--- src/rtl/core/pmm_pkg.sv ---
package pmm_pkg;

  localparam int PMM_PAGE_COUNT = 16;

  localparam int OP_W     = 3;
  localparam int ADDR_W   = 16;
  localparam int DATA_W   = 8;
  localparam int KIND_W   = 3;
  localparam int OFFS_W   = 12;
  localparam int MODE_W   = 4;

  localparam logic [OP_W-1:0] OP_MEM_RD  = 3'd0;
  localparam logic [OP_W-1:0] OP_MEM_WR  = 3'd1;
  localparam logic [OP_W-1:0] OP_PAGE_WR = 3'd2;
  localparam logic [OP_W-1:0] OP_PAGE_RD = 3'd3;
  localparam logic [OP_W-1:0] OP_MODE_WR = 3'd4;

  localparam logic [KIND_W-1:0] KIND_NONE   = 3'd0;
  localparam logic [KIND_W-1:0] KIND_RAM_RD = 3'd1;
  localparam logic [KIND_W-1:0] KIND_ROM_RD = 3'd2;
  localparam logic [KIND_W-1:0] KIND_RAM_WR = 3'd3;
  localparam logic [KIND_W-1:0] KIND_REG    = 3'd4;
  localparam logic [KIND_W-1:0] KIND_ACK    = 3'd5;

  localparam logic [DATA_W-1:0] PAGE_RESET = 8'hFF;

  localparam logic [DATA_W-1:0] CODE_PLANE_R0 = 8'hE6;
  localparam logic [DATA_W-1:0] CODE_PLANE_R1 = 8'hE7;
  localparam logic [DATA_W-1:0] CODE_PLANE_G0 = 8'hEA;
  localparam logic [DATA_W-1:0] CODE_PLANE_G1 = 8'hEB;
  localparam logic [DATA_W-1:0] CODE_PLANE_B0 = 8'hEE;
  localparam logic [DATA_W-1:0] CODE_PLANE_B1 = 8'hEF;

  localparam logic [3:0] CODE_RAM_HI = 4'hE;
  localparam logic [4:0] CODE_ROM_HI = 5'b11111;

  localparam logic [ADDR_W-1:0] BASE_RED   = 16'h6000;
  localparam logic [ADDR_W-1:0] BASE_GREEN = 16'hA000;
  localparam logic [ADDR_W-1:0] BASE_BLUE  = 16'hE000;
  localparam logic [ADDR_W-1:0] HALF_OFFS  = 16'h1000;

  localparam logic [1:0] BEAT_LAST = 2'd2;

  typedef struct packed {
    logic [KIND_W-1:0] kind;
    logic [ADDR_W-1:0] target_address;
    logic [DATA_W-1:0] out_byte;
    logic              last;
  } pmm_result_t;

  typedef struct packed {
    logic              page_we;
    logic              video_we;
    logic [DATA_W-1:0] data;
  } pmm_wr_t;

  function automatic logic [ADDR_W-1:0] plane_base(input logic [1:0] plane);
    logic [ADDR_W-1:0] b;
    unique case (plane)
      2'd0:    b = BASE_RED;
      2'd1:    b = BASE_GREEN;
      default: b = BASE_BLUE;
    endcase
    return b;
  endfunction

endpackage

--- src/rtl/core/pmm_req_if.sv ---
interface pmm_req_if import pmm_pkg::*; ();
  logic              valid;
  logic              ready;
  logic [OP_W-1:0]   operation;
  logic [ADDR_W-1:0] address;
  logic [DATA_W-1:0] wdata;

  modport source(output valid, output operation, output address, output wdata, input ready);
  modport sink(input valid, input operation, input address, input wdata, output ready);
endinterface

--- src/rtl/core/pmm_rsp_if.sv ---
interface pmm_rsp_if import pmm_pkg::*; ();
  logic              valid;
  logic              ready;
  logic [KIND_W-1:0] kind;
  logic [ADDR_W-1:0] target_address;
  logic [DATA_W-1:0] out_byte;
  logic              last;

  modport source(output valid, output kind, output target_address, output out_byte,
                 output last, input ready);
  modport sink(input valid, input kind, input target_address, input out_byte,
               input last, output ready);
endinterface

--- src/rtl/core/pmm_regs.sv ---
module pmm_regs import pmm_pkg::*; #(
  parameter int PAGE_COUNT = PMM_PAGE_COUNT,
  localparam int SEL_W = $clog2(PAGE_COUNT)
) (
  input  logic              clk,
  input  logic              rst,
  input  pmm_wr_t           wr,
  input  logic [SEL_W-1:0]  wr_sel,
  input  logic [SEL_W-1:0]  rd_sel,
  output logic [DATA_W-1:0] rd_code,
  output logic [MODE_W-1:0] video_mode
);

  logic [DATA_W-1:0] page_map [PAGE_COUNT];

  always_ff @(posedge clk) begin
    if (rst) begin
      for (int i = 0; i < PAGE_COUNT; i++) begin
        page_map[i] <= PAGE_RESET;
      end
      video_mode <= '0;
    end else begin
      if (wr.page_we) begin
        page_map[wr_sel] <= wr.data;
      end
      if (wr.video_we) begin
        video_mode <= wr.data[MODE_W-1:0];
      end
    end
  end

  assign rd_code = page_map[rd_sel];

endmodule

--- src/rtl/core/pmm_decode.sv ---
module pmm_decode import pmm_pkg::*; (
  input  logic [OP_W-1:0]   op,
  input  logic [ADDR_W-1:0] addr,
  input  logic [DATA_W-1:0] data,
  input  logic [DATA_W-1:0] code,
  input  logic [MODE_W-1:0] video_mode,
  input  logic [1:0]        beat,
  output pmm_result_t       res,
  output pmm_wr_t           wr
);

  logic [3:0]        page;
  logic [OFFS_W-1:0] offs;
  logic              is_ram;
  logic              is_rom;
  logic              is_plane;
  logic              multi;
  logic [1:0]        plane;
  logic [ADDR_W-1:0] plane_addr;
  logic [DATA_W-1:0] plane_byte;

  always_comb begin
    page     = code[3:0];
    offs     = addr[OFFS_W-1:0];
    is_ram   = (code[7:4] == CODE_RAM_HI);
    is_rom   = (code[7:3] == CODE_ROM_HI);
    is_plane = (code == CODE_PLANE_R0) || (code == CODE_PLANE_R1) ||
               (code == CODE_PLANE_G0) || (code == CODE_PLANE_G1) ||
               (code == CODE_PLANE_B0) || (code == CODE_PLANE_B1);
    multi    = video_mode[3];

    // codes 6/7 red, 10/11 green, 14/15 blue: plane is page[3:2] minus one
    if (multi) begin
      plane = beat;
    end else begin
      plane = page[3:2] - 2'd1;
    end
    plane_addr = plane_base(plane) + {{(ADDR_W-OFFS_W){1'b0}}, offs} +
                 (page[0] ? HALF_OFFS : '0);
    plane_byte = (!multi || video_mode[plane]) ? data : '0;

    res = '{kind: KIND_NONE, target_address: '0, out_byte: '0, last: 1'b1};
    wr  = '{page_we: 1'b0, video_we: 1'b0, data: data};

    unique case (op)
      OP_MEM_RD: begin
        if (is_ram) begin
          res.kind           = KIND_RAM_RD;
          res.target_address = {page, offs};
        end else if (is_rom) begin
          res.kind           = KIND_ROM_RD;
          res.target_address = {1'b0, page[2:0], offs};
        end
      end
      OP_MEM_WR: begin
        if (is_ram && is_plane) begin
          res.kind           = KIND_RAM_WR;
          res.target_address = plane_addr;
          res.out_byte       = plane_byte;
          res.last           = !multi || (beat == BEAT_LAST);
        end else if (is_ram) begin
          res.kind           = KIND_RAM_WR;
          res.target_address = {page, offs};
          res.out_byte       = data;
        end
      end
      OP_PAGE_WR: begin
        res.kind   = KIND_ACK;
        wr.page_we = 1'b1;
      end
      OP_PAGE_RD: begin
        res.kind     = KIND_REG;
        res.out_byte = code;
      end
      OP_MODE_WR: begin
        res.kind    = KIND_ACK;
        wr.video_we = 1'b1;
      end
      default: begin
      end
    endcase
  end

endmodule

--- src/rtl/core/paged_memory_mapper_with_plane_writes.sv ---
// channel | dir | transaction
// req     | in  | CPU access: operation, address, wdata
// rsp     | out | memory command: kind, target_address, out_byte, last
//
// Each access passes through the input register; a copy-mode video write
// holds the input register while its three plane writes pass through the
// result register, and the next access is taken only with the last of them.
// Synchronous reset sets every page register to 0xFF and video mode to zero.
// A stalled rsp holds the result register; req is still taken while the input
// register is empty or its last result moves to the result register in that cycle.
module paged_memory_mapper_with_plane_writes import pmm_pkg::*; #(
  parameter int PAGE_COUNT = PMM_PAGE_COUNT
) (
  input logic     clk,
  input logic     rst,
  pmm_req_if.sink   req,
  pmm_rsp_if.source rsp
);

  localparam int SEL_W = $clog2(PAGE_COUNT);

  logic              s_valid;
  logic [OP_W-1:0]   s_op;
  logic [ADDR_W-1:0] s_addr;
  logic [DATA_W-1:0] s_data;
  logic [1:0]        beat;

  logic              o_valid;
  pmm_result_t       o_res;

  logic [DATA_W-1:0] code;
  logic [MODE_W-1:0] video_mode;
  logic [SEL_W-1:0]  rd_sel;
  pmm_result_t       res;
  pmm_wr_t           dec_wr;
  pmm_wr_t           wr_cmd;

  logic load;
  logic done;
  logic accept;

  assign load   = s_valid && (!o_valid || rsp.ready);
  assign done   = load && res.last;
  assign accept = req.valid && req.ready;

  assign req.ready = !s_valid || done;

  // page register operations select by the low address bits, memory ops by window
  assign rd_sel = (s_op == OP_PAGE_RD) ? s_addr[SEL_W-1:0] : s_addr[ADDR_W-1 -: SEL_W];

  always_comb begin
    wr_cmd          = dec_wr;
    wr_cmd.page_we  = done && dec_wr.page_we;
    wr_cmd.video_we = done && dec_wr.video_we;
  end

  pmm_regs #(
    .PAGE_COUNT(PAGE_COUNT)
  ) u_regs (
    .clk       (clk),
    .rst       (rst),
    .wr        (wr_cmd),
    .wr_sel    (s_addr[SEL_W-1:0]),
    .rd_sel    (rd_sel),
    .rd_code   (code),
    .video_mode(video_mode)
  );

  pmm_decode u_decode (
    .op        (s_op),
    .addr      (s_addr),
    .data      (s_data),
    .code      (code),
    .video_mode(video_mode),
    .beat      (beat),
    .res       (res),
    .wr        (dec_wr)
  );

  always_ff @(posedge clk) begin
    if (rst) begin
      s_valid <= 1'b0;
      beat    <= '0;
      o_valid <= 1'b0;
    end else begin
      if (accept) begin
        s_valid <= 1'b1;
      end else if (done) begin
        s_valid <= 1'b0;
      end
      if (done) begin
        beat <= '0;
      end else if (load) begin
        beat <= beat + 2'd1;
      end
      if (load) begin
        o_valid <= 1'b1;
      end else if (rsp.ready) begin
        o_valid <= 1'b0;
      end
    end
  end

  always_ff @(posedge clk) begin
    if (accept) begin
      s_op   <= req.operation;
      s_addr <= req.address;
      s_data <= req.wdata;
    end
    if (load) begin
      o_res <= res;
    end
  end

  assign rsp.valid          = o_valid;
  assign rsp.kind           = o_res.kind;
  assign rsp.target_address = o_res.target_address;
  assign rsp.out_byte       = o_res.out_byte;
  assign rsp.last           = o_res.last;

  a_beat_range: assert property (@(posedge clk) disable iff (rst) beat != 2'd3)
    else $error("beat counter out of range");

  a_idle_beat: assert property (@(posedge clk) disable iff (rst) !s_valid |-> beat == 2'd0)
    else $error("beat counter nonzero with empty input register");

  a_multi_hold: assert property (@(posedge clk) disable iff (rst)
    (load && !res.last) |=> (s_valid && beat != 2'd0))
    else $error("copy write dropped before its last plane");

  a_done_clears: assert property (@(posedge clk) disable iff (rst)
    done |=> (beat == 2'd0 && o_valid))
    else $error("finished item left beat counter or result register wrong");

endmodule
--- src/flat_wrapper.sv ---
// flat-port wrapper written by rule: the top's interface ports become plain ports
module paged_memory_mapper_with_plane_writes_flat import pmm_pkg::*;
#(
  parameter int PAGE_COUNT = PMM_PAGE_COUNT
)
  (clk, rst, req_valid, req_operation, req_address, req_wdata, req_ready, rsp_valid, rsp_kind, rsp_target_address, rsp_out_byte, rsp_last, rsp_ready);
  pmm_req_if req_i ();
  pmm_rsp_if rsp_i ();
  input logic clk;
  input logic rst;
  input wire logic [$bits(req_i.valid)-1:0] req_valid;
  input wire logic [$bits(req_i.operation)-1:0] req_operation;
  input wire logic [$bits(req_i.address)-1:0] req_address;
  input wire logic [$bits(req_i.wdata)-1:0] req_wdata;
  output wire logic [$bits(req_i.ready)-1:0] req_ready;
  output wire logic [$bits(rsp_i.valid)-1:0] rsp_valid;
  output wire logic [$bits(rsp_i.kind)-1:0] rsp_kind;
  output wire logic [$bits(rsp_i.target_address)-1:0] rsp_target_address;
  output wire logic [$bits(rsp_i.out_byte)-1:0] rsp_out_byte;
  output wire logic [$bits(rsp_i.last)-1:0] rsp_last;
  input wire logic [$bits(rsp_i.ready)-1:0] rsp_ready;
  assign req_i.valid = req_valid;
  assign req_i.operation = req_operation;
  assign req_i.address = req_address;
  assign req_i.wdata = req_wdata;
  assign req_ready = req_i.ready;
  assign rsp_valid = rsp_i.valid;
  assign rsp_kind = rsp_i.kind;
  assign rsp_target_address = rsp_i.target_address;
  assign rsp_out_byte = rsp_i.out_byte;
  assign rsp_last = rsp_i.last;
  assign rsp_i.ready = rsp_ready;
  paged_memory_mapper_with_plane_writes #(.PAGE_COUNT(PAGE_COUNT)) u_core (.clk(clk), .rst(rst), .req(req_i), .rsp(rsp_i));
endmodule
--- config.mk ---
export PLATFORM = sky130hd
export DESIGN_NAME = paged_memory_mapper_with_plane_writes_flat
export DESIGN_NICKNAME = d
export VERILOG_FILES = /design/src/rtl/core/pmm_pkg.sv /design/src/rtl/core/pmm_req_if.sv /design/src/rtl/core/pmm_rsp_if.sv /design/src/rtl/core/pmm_regs.sv /design/src/rtl/core/pmm_decode.sv /design/src/rtl/core/paged_memory_mapper_with_plane_writes.sv /design/src/flat_wrapper.sv
export SDC_FILE = /design/constraint.sdc
export NUM_CORES = 1
export LEC_CHECK = 0
export ABC_CLOCK_PERIOD_IN_PS = 10500
export BUFFER_PORTS_ARGS = -buffer_cell sky130_fd_sc_hd__buf_2
export CAP_MARGIN = 10
export CELL_PAD_IN_SITES_DETAIL_PLACEMENT = 2
export CELL_PAD_IN_SITES_GLOBAL_PLACEMENT = 2
export CORE_MARGIN = 4
export CORE_UTILIZATION = 43
export DETAILED_ROUTE_END_ITERATION = 8
export HOLD_SLACK_MARGIN = 0.15
export PLACE_DENSITY = 0.81
export SYNTH_ARGS = -nofsm -noshare
export SYNTH_HDL_FRONTEND = slang
export SYNTH_HIERARCHICAL = 1
export SYNTH_SLANG_ARGS = --single-unit
--- constraint.sdc ---
create_clock -name clk -period 10.5 [get_ports clk]
set_input_delay 3.15 -clock clk [delete_from_list [all_inputs] [get_ports clk]]
set_output_delay 3.15 -clock clk [all_outputs]
set_load 0.01 [all_outputs]
==> results of run 1 <==
critical path: stages (launching register included):
cell and delay [ps]:
edfxtp_1 630, nand3b_1 260, mux2_2 1020, mux4_1 680, a22oi_1 260, nand2_1 260, ha_1 320, nor2_1 120
o41a_1 410, nor2b_1 140, o211ai_1 290, inv_1 110, o21ai_0 340, buf_2 200
how the worst max path moves through the flow:
stage	end	from	slack [ps]	cells after the start
6_report	req_ready	u_core/s_op[1]	1860	13
4_1_cts	req_ready	u_core/s_op[1]	1890	14
2_1_floorplan	req_ready	rsp_ready	3730	2
5_1_grt	req_ready	u_core/s_op[2]	1410	13
3_3_place_gp	req_ready	u_core/s_op[1]	2830	13
3_5_place_dp	req_ready	u_core/s_op[1]	2450	13
metrics by stage:
step / hold slack [ps] / worst slack (ps) / util
2_1_floorplan: 453.2 / 3733 / -
3_3_place_gp: 488.1 / 2833 / 0.4558
3_5_place_dp: 517.6 / 2450 / 0.4558
4_1_cts: 539.2 / 1890 / 0.4851
5_1_grt: 562.3 / 1410 / 0.4851
6_report: 528.8 / 1859 / 0.4851
state kept, by name (all words and copies together), names as in the netlist:
signal and flops:
u_core/u_regs/video_mode 4, u_core/rsp.valid 1, u_core/rsp.last 1, u_core/rsp.kind 3, u_core/u_regs/page_map 128, u_core/s_valid 1
u_core/s_data 8, u_core/beat 2, u_core/s_addr 16, u_core/s_op 3, u_core/rsp.target_address 16, u_core/rsp.out_byte 8
routing by layer:
layer | share of wire | global-route usage
met2 | 0.50 | 0.3905
met5 | 0 | 0
met4 | 0.028 | 0.08069
met1 | 0.42 | 0.2873
met3 | 0.046 | 0.04129
cells by family after synthesis:
family                   synth area share
buffers and inverters             0.03136
AND/OR/NAND/NOR                    0.1743
adder cells (fa/ha/maj)          0.004276
AO/OA/AOI/OAI                     0.04404
multiplexers                       0.1018
flip-flops                         0.6442
report_power, final:
group	total, mW	internal [mW]	switching (mW)
registers	0.868	0.848	0.0207
clock network	0.666	0.373	0.293
logic	0.113	0.0381	0.0750
total	1.65	1.26	0.388
placed cells by master, fill, tap and decap left out, types with 6 or more instances in the layout:
master | synthesis | routed
a21boi_0 | 8 | 8
a22oi_1 | 16 | 16
a311oi_1 | 8 | 8
and2_1 | 16 | 16
buf_2 | 7 | 60
clkbuf_16 | 0 | 17
dfxtp_1 | 8 | 8
edfxtp_1 | 183 | 183
inv_1 | 7 | 7
mux2i_1 | 6 | 6
mux4_1 | 18 | 18
mux4_2 | 14 | 14
nand2_1 | 21 | 21
nand2b_1 | 51 | 51
nand3_1 | 9 | 9
nand4b_1 | 10 | 10
nor2_1 | 22 | 21
nor2b_1 | 7 | 7
or2_2 | 85 | 85
or3_1 | 10 | 10
layout make-up:
class	instances	area, sq um
fill	1876	10390
sequential	191	5655
multi-input combinational	348	2850
clock buffer	17	425.4
tap	270	337.8
timing repair buffer	62	315.3
clock inverter	14	165.2
inverter	9	33.78
==> reports/metrics.cfg, run 1 <==
[sta]
setup-tns-final_ps = 0
slew_headroom = 0.2767
fmax_ghz = 0.1157
setup_viol = 0
slew_viol_final = 0
worst_clock_skew_ps = 10.88
rsz0062_at_grt = false
worst_pin_slew_ps = 1085
fin_crit_sh = 0.8230
period_minus_slack_ps = 8641
finalHoldViolations = 0

[critical_path]
reg2reg_slack_ps = 3910
startpoint_type = flip-flop
r2r_cells = 14
regToRegEndpoint = u_core/u_regs/page_map[12][1]
end_kind = output pin
arrival_ps = 5490
crit_type = flip-flop to output pin
required_ps = 7350
timing.rr.start = u_core/s_op[1]
critPathMaxFanout = 32

[run]
max_cap_violations = 0

[routing]
vias = 5290
wire_per_inst_um = 27.76
avgViaCountPerCell = 5.807
dr.pass1.iters = 5
wl_mm = 25.29
postRouteAntennaNets = 0
detailedRoute.firstIterationViolations = 326
drc = 0

[yosys]
synth_area_leaders = edfxtp_1 (63%), or2_2 (6.1%), mux4_1 (5.4%)
ys.flop_type = edfxtp_1
netlist_area_sq_mm = 0.008778
synth_cell_type_count = 51
synth_nets = 622
avgSynthCellArea_sq_um = 14.93
synth_edf_count = 183
ys_ff_latch = 191
ys_seq_area_frac = 0.6442
synth_common_cells = edfxtp_1 (183), or2_2 (85), nand2b_1 (51), nor2_1 (22), nand2_1 (21)
synth_top_cell_area_share = 0.6260
postSynthCellCount = 588
yosysMostFrequentCell = edfxtp_1
ys_warn_count = 6
synth_top_area_cell = edfxtp_1
synthArstFlopShare = 0

[finish]
drive_above_1_share = 0.3198
final_area_sq_mm = 0.009783
final_cell_count_no_fill = 911
antenna_cells = 0
nets = 663
area_delta_synth_final_pct = 11.45

[clocking]
clk_pin_slew_ps = 70
cts_buffers = 17
cts_root_buf = clkbuf_16
cts.sinks = 191
clk_path_buf_depth = 2
postCtsHoldBufs = 0
htree_levels = 4
cts_tree = built
clkLatencyLatePin_ps = 440
cts_resized = 0
cts_setup_buffers = 0

[place]
dp_cells = 880
placed_area_sq_mm = 0.009193
place_hpwl_mm = 17.13
io_buffers = 60
globalplace.congestion = 0.8474

[global_route]
gr-total-overflow = 0
grt_start_max_net_pins = 33
first_global_vias = 5736
grt_usage = 0.2265
grt_antenna_before_repair = 0
grt_pass1_wl_mm = 37.31

[run_status]
outcome = completed

[min_path]
hold_path_depth = 1
worst_hold_path.endpoint = u_core/rsp.target_address[5]
hp-class = flip-flop to flip-flop
hold_start = u_core/s_addr[5]

[power_and_ir_drop]
p_per_area_mw_per_mm2 = 168.4
leakage_nw = 2.852
max-vdd-ir-drop_v = 0.0001202
total_power_mw = 1.647

[floorplanning]
die_y_um = 150.9
rows = 52
core-area_sq_mm = 0.02017
dieArea_sq_mm = 0.02276
start_util = 0.4352
die_w_um = 150.9
ios = 61

Power figures use the tool's default switching activity.
==> run 2: changes to the inputs <==
--- a/config.mk
+++ b/config.mk
@@ -5,7 +5,7 @@
 export SDC_FILE = /design/constraint.sdc
 export NUM_CORES = 1
 export LEC_CHECK = 0
-export ABC_CLOCK_PERIOD_IN_PS = 10500
+export ABC_CLOCK_PERIOD_IN_PS = 8750
 export BUFFER_PORTS_ARGS = -buffer_cell sky130_fd_sc_hd__buf_2
 export CAP_MARGIN = 10
 export CELL_PAD_IN_SITES_DETAIL_PLACEMENT = 2
==> constraint.sdc (replaced) <==
create_clock -name clk -period 8.75 [get_ports clk]
set_input_delay 2.625 -clock clk [delete_from_list [all_inputs] [get_ports clk]]
set_output_delay 2.625 -clock clk [all_outputs]
set_load 0.01 [all_outputs]
==> run 2 against run 1 <==
Effect of this change: wire length fell by 2.7%; clock skew increased by 0.64 ps; worst hold slack improved by 13 ps; count of clock-buffer cells in the layout is 7 higher; largest cell class unchanged.
==> reports/metrics.cfg, run 2 (same netlist as run 1, synthesis figures left out) <==
[run_status]
outcome = completed

[critical_path]
r2r_cells = 14
worstSetupEndpoint = req_ready
crit_buf_inv = 2
end_kind = output pin
path_delay_family = multiplexers
regToRegEndpoint = u_core/u_regs/page_map[13][6]
arrival_ps = 5440
critPathMaxFanout = 32
crit_top_cell = nand2_1
crit_cells = 13
startpoint_type = flip-flop
reg2reg_slack_ps = 2040
crit_type = flip-flop to output pin
max_stage_delay_ps = 1040
required_ps = 6120
path_cells = nand3b_1 > mux2_2 > mux4_1 > a22oi_1 > nand2_1 > ha_1 > nand2_1 > o41a_1 > nor2b_1 > o211ai_1 > inv_1 > o21ai_0 > buf_2
crit_start = u_core/s_op[1]
slowest_stage = mux2_2
timing.rr.start = u_core/s_op[1]

[routing]
dr.pass1.iters = 5
detailedRoute.firstIterationViolations = 527
drc = 0
postRouteAntennaNets = 0
vias = 5244
wire_per_inst_um = 26.99
avgViaCountPerCell = 5.750
wl_mm = 24.62

[power_and_ir_drop]
swShare = 0.2330
internal_power_mw = 1.516
p_per_area_mw_per_mm2 = 201.4
p_switching_mw = 0.4603
leakage_nw = 2.873
power_frac_seq = 0.527
pwr-share-comb = 0.067
max-vdd-ir-drop_v = 0.0001108
p_clk_frac = 0.406

[floorplanning]
die_w_um = 150.9
core-area_sq_mm = 0.02017
start_util = 0.4352
die_y_um = 150.9
rows = 52
ios = 61
dieArea_sq_mm = 0.02276

[clocking]
clk_path_buf_depth = 2
cts.sinks = 191
cts_root_buf = clkbuf_16
cts_setup_buffers = 0
htree_levels = 4
clk_pin_slew_ps = 70
cts_resized = 0
clkLatencyLatePin_ps = 430
cts_tree = built
postCtsHoldBufs = 0
cts_buffers = 17

[min_path]
hp-class = flip-flop to flip-flop

[sta]
setup_viol = 0
slew_headroom = 0.2613
rsz0062_at_grt = false
setup-tns-final_ps = 0
worst_clock_skew_ps = 11.52
finalHoldViolations = 0
slew_viol_final = 0
worst_pin_slew_ps = 1108
fin_crit_sh = 0.9213
fmax_ghz = 0.1241
period_minus_slack_ps = 8061

[global_route]
grt_pass1_wl_mm = 36.31
first_global_vias = 5595
grt_antenna_before_repair = 0
gr-total-overflow = 0
grt_usage = 0.2219
grt_start_max_net_pins = 33

[run]
max_cap_violations = 0

[finish]
antenna_cells = 0
n_fill_cell = 1887
drive_above_1_share = 0.3224
fin_util = 0.4864
area_delta_synth_final_pct = 11.74
nets = 663
largest_reg_flops = 128
final_area_sq_mm = 0.009809
final_common_cell = edfxtp_1
mostFrequentLayoutCells = edfxtp_1 (183), or2_2 (85), buf_2 (60), nand2b_1 (51), clkbuf_16 (22)
largest_register = u_core/u_regs/page_map

[place]
io_buffers = 60
placed_area_sq_mm = 0.009193
place_hpwl_mm = 17.18
globalplace.congestion = 0.8413

## run 2: cell count changes in the layout (fill, tap and decap cells not counted), sizes merged
cell,before,now
clkinv,7,3
clkbuf,17,24
clkinvlp,2,1
bufinv,3,0
inv,11,13
## run 2: layer usage
layer	share of wire	wire [um]	GRT usage	vias up
li1	-	-	-	2282
met1	0.43	10470	0.2924	2744
met2	0.50	12350	0.3780	187
met3	0.047	1167	0.03710	31
met4	0.026	629	0.06936	0
met5	0	0	0	-
## run 2: worst min-delay path by stage
stage	from	to	slack (ps)	cells past startpoint
6_report	u_core/s_addr[5]	u_core/rsp.target_address[5]	540	1
5_1_grt	u_core/s_addr[10]	u_core/rsp.target_address[10]	570	1
4_1_cts	u_core/s_addr[5]	u_core/rsp.target_address[5]	550	1
3_5_place_dp	u_core/s_addr[5]	u_core/rsp.target_address[5]	530	1
3_3_place_gp	u_core/u_regs/video_mode[0]	u_core/u_regs/video_mode[0]	490	2
2_1_floorplan	u_core/u_regs/video_mode[0]	u_core/u_regs/video_mode[0]	450	2
## run 2: area by class of cell
cell class,count,area (sq um),share of cell area
clock buffer,24,558.0,0.05689
clock inverter,8,58.81,0.005995
inverter,9,33.78,0.003444
multi-input combinational,348,2850,0.2906
sequential,191,5655,0.5765
tap,270,337.8,0.03444
timing repair buffer,62,315.3,0.03214
## run 2: power groups by stage
stage	registers [mW]	clock network [mW]	logic (mW)
5_1_grt	1.04	0.858	0.143
3_5_place_dp	1.06	0	0.131
2_1_floorplan	1.04	0	0.0972
4_1_cts	1.04	0.821	0.133
3_3_place_gp	1.06	0	0.121
6_report	1.04	0.801	0.133
## run 2: per-stage QoR
step	setup slack [ps]	std cells	power [mW]	hold slack, ps
after global placement	1602	880	1.180	488.7
after global routing	306.9	912	2.045	571.0
after CTS	706.2	912	1.996	545.3
after floorplan	2824	588	1.142	453.2
final	689.0	912	1.976	542.0
after detailed placement	1242	880	1.193	532.9
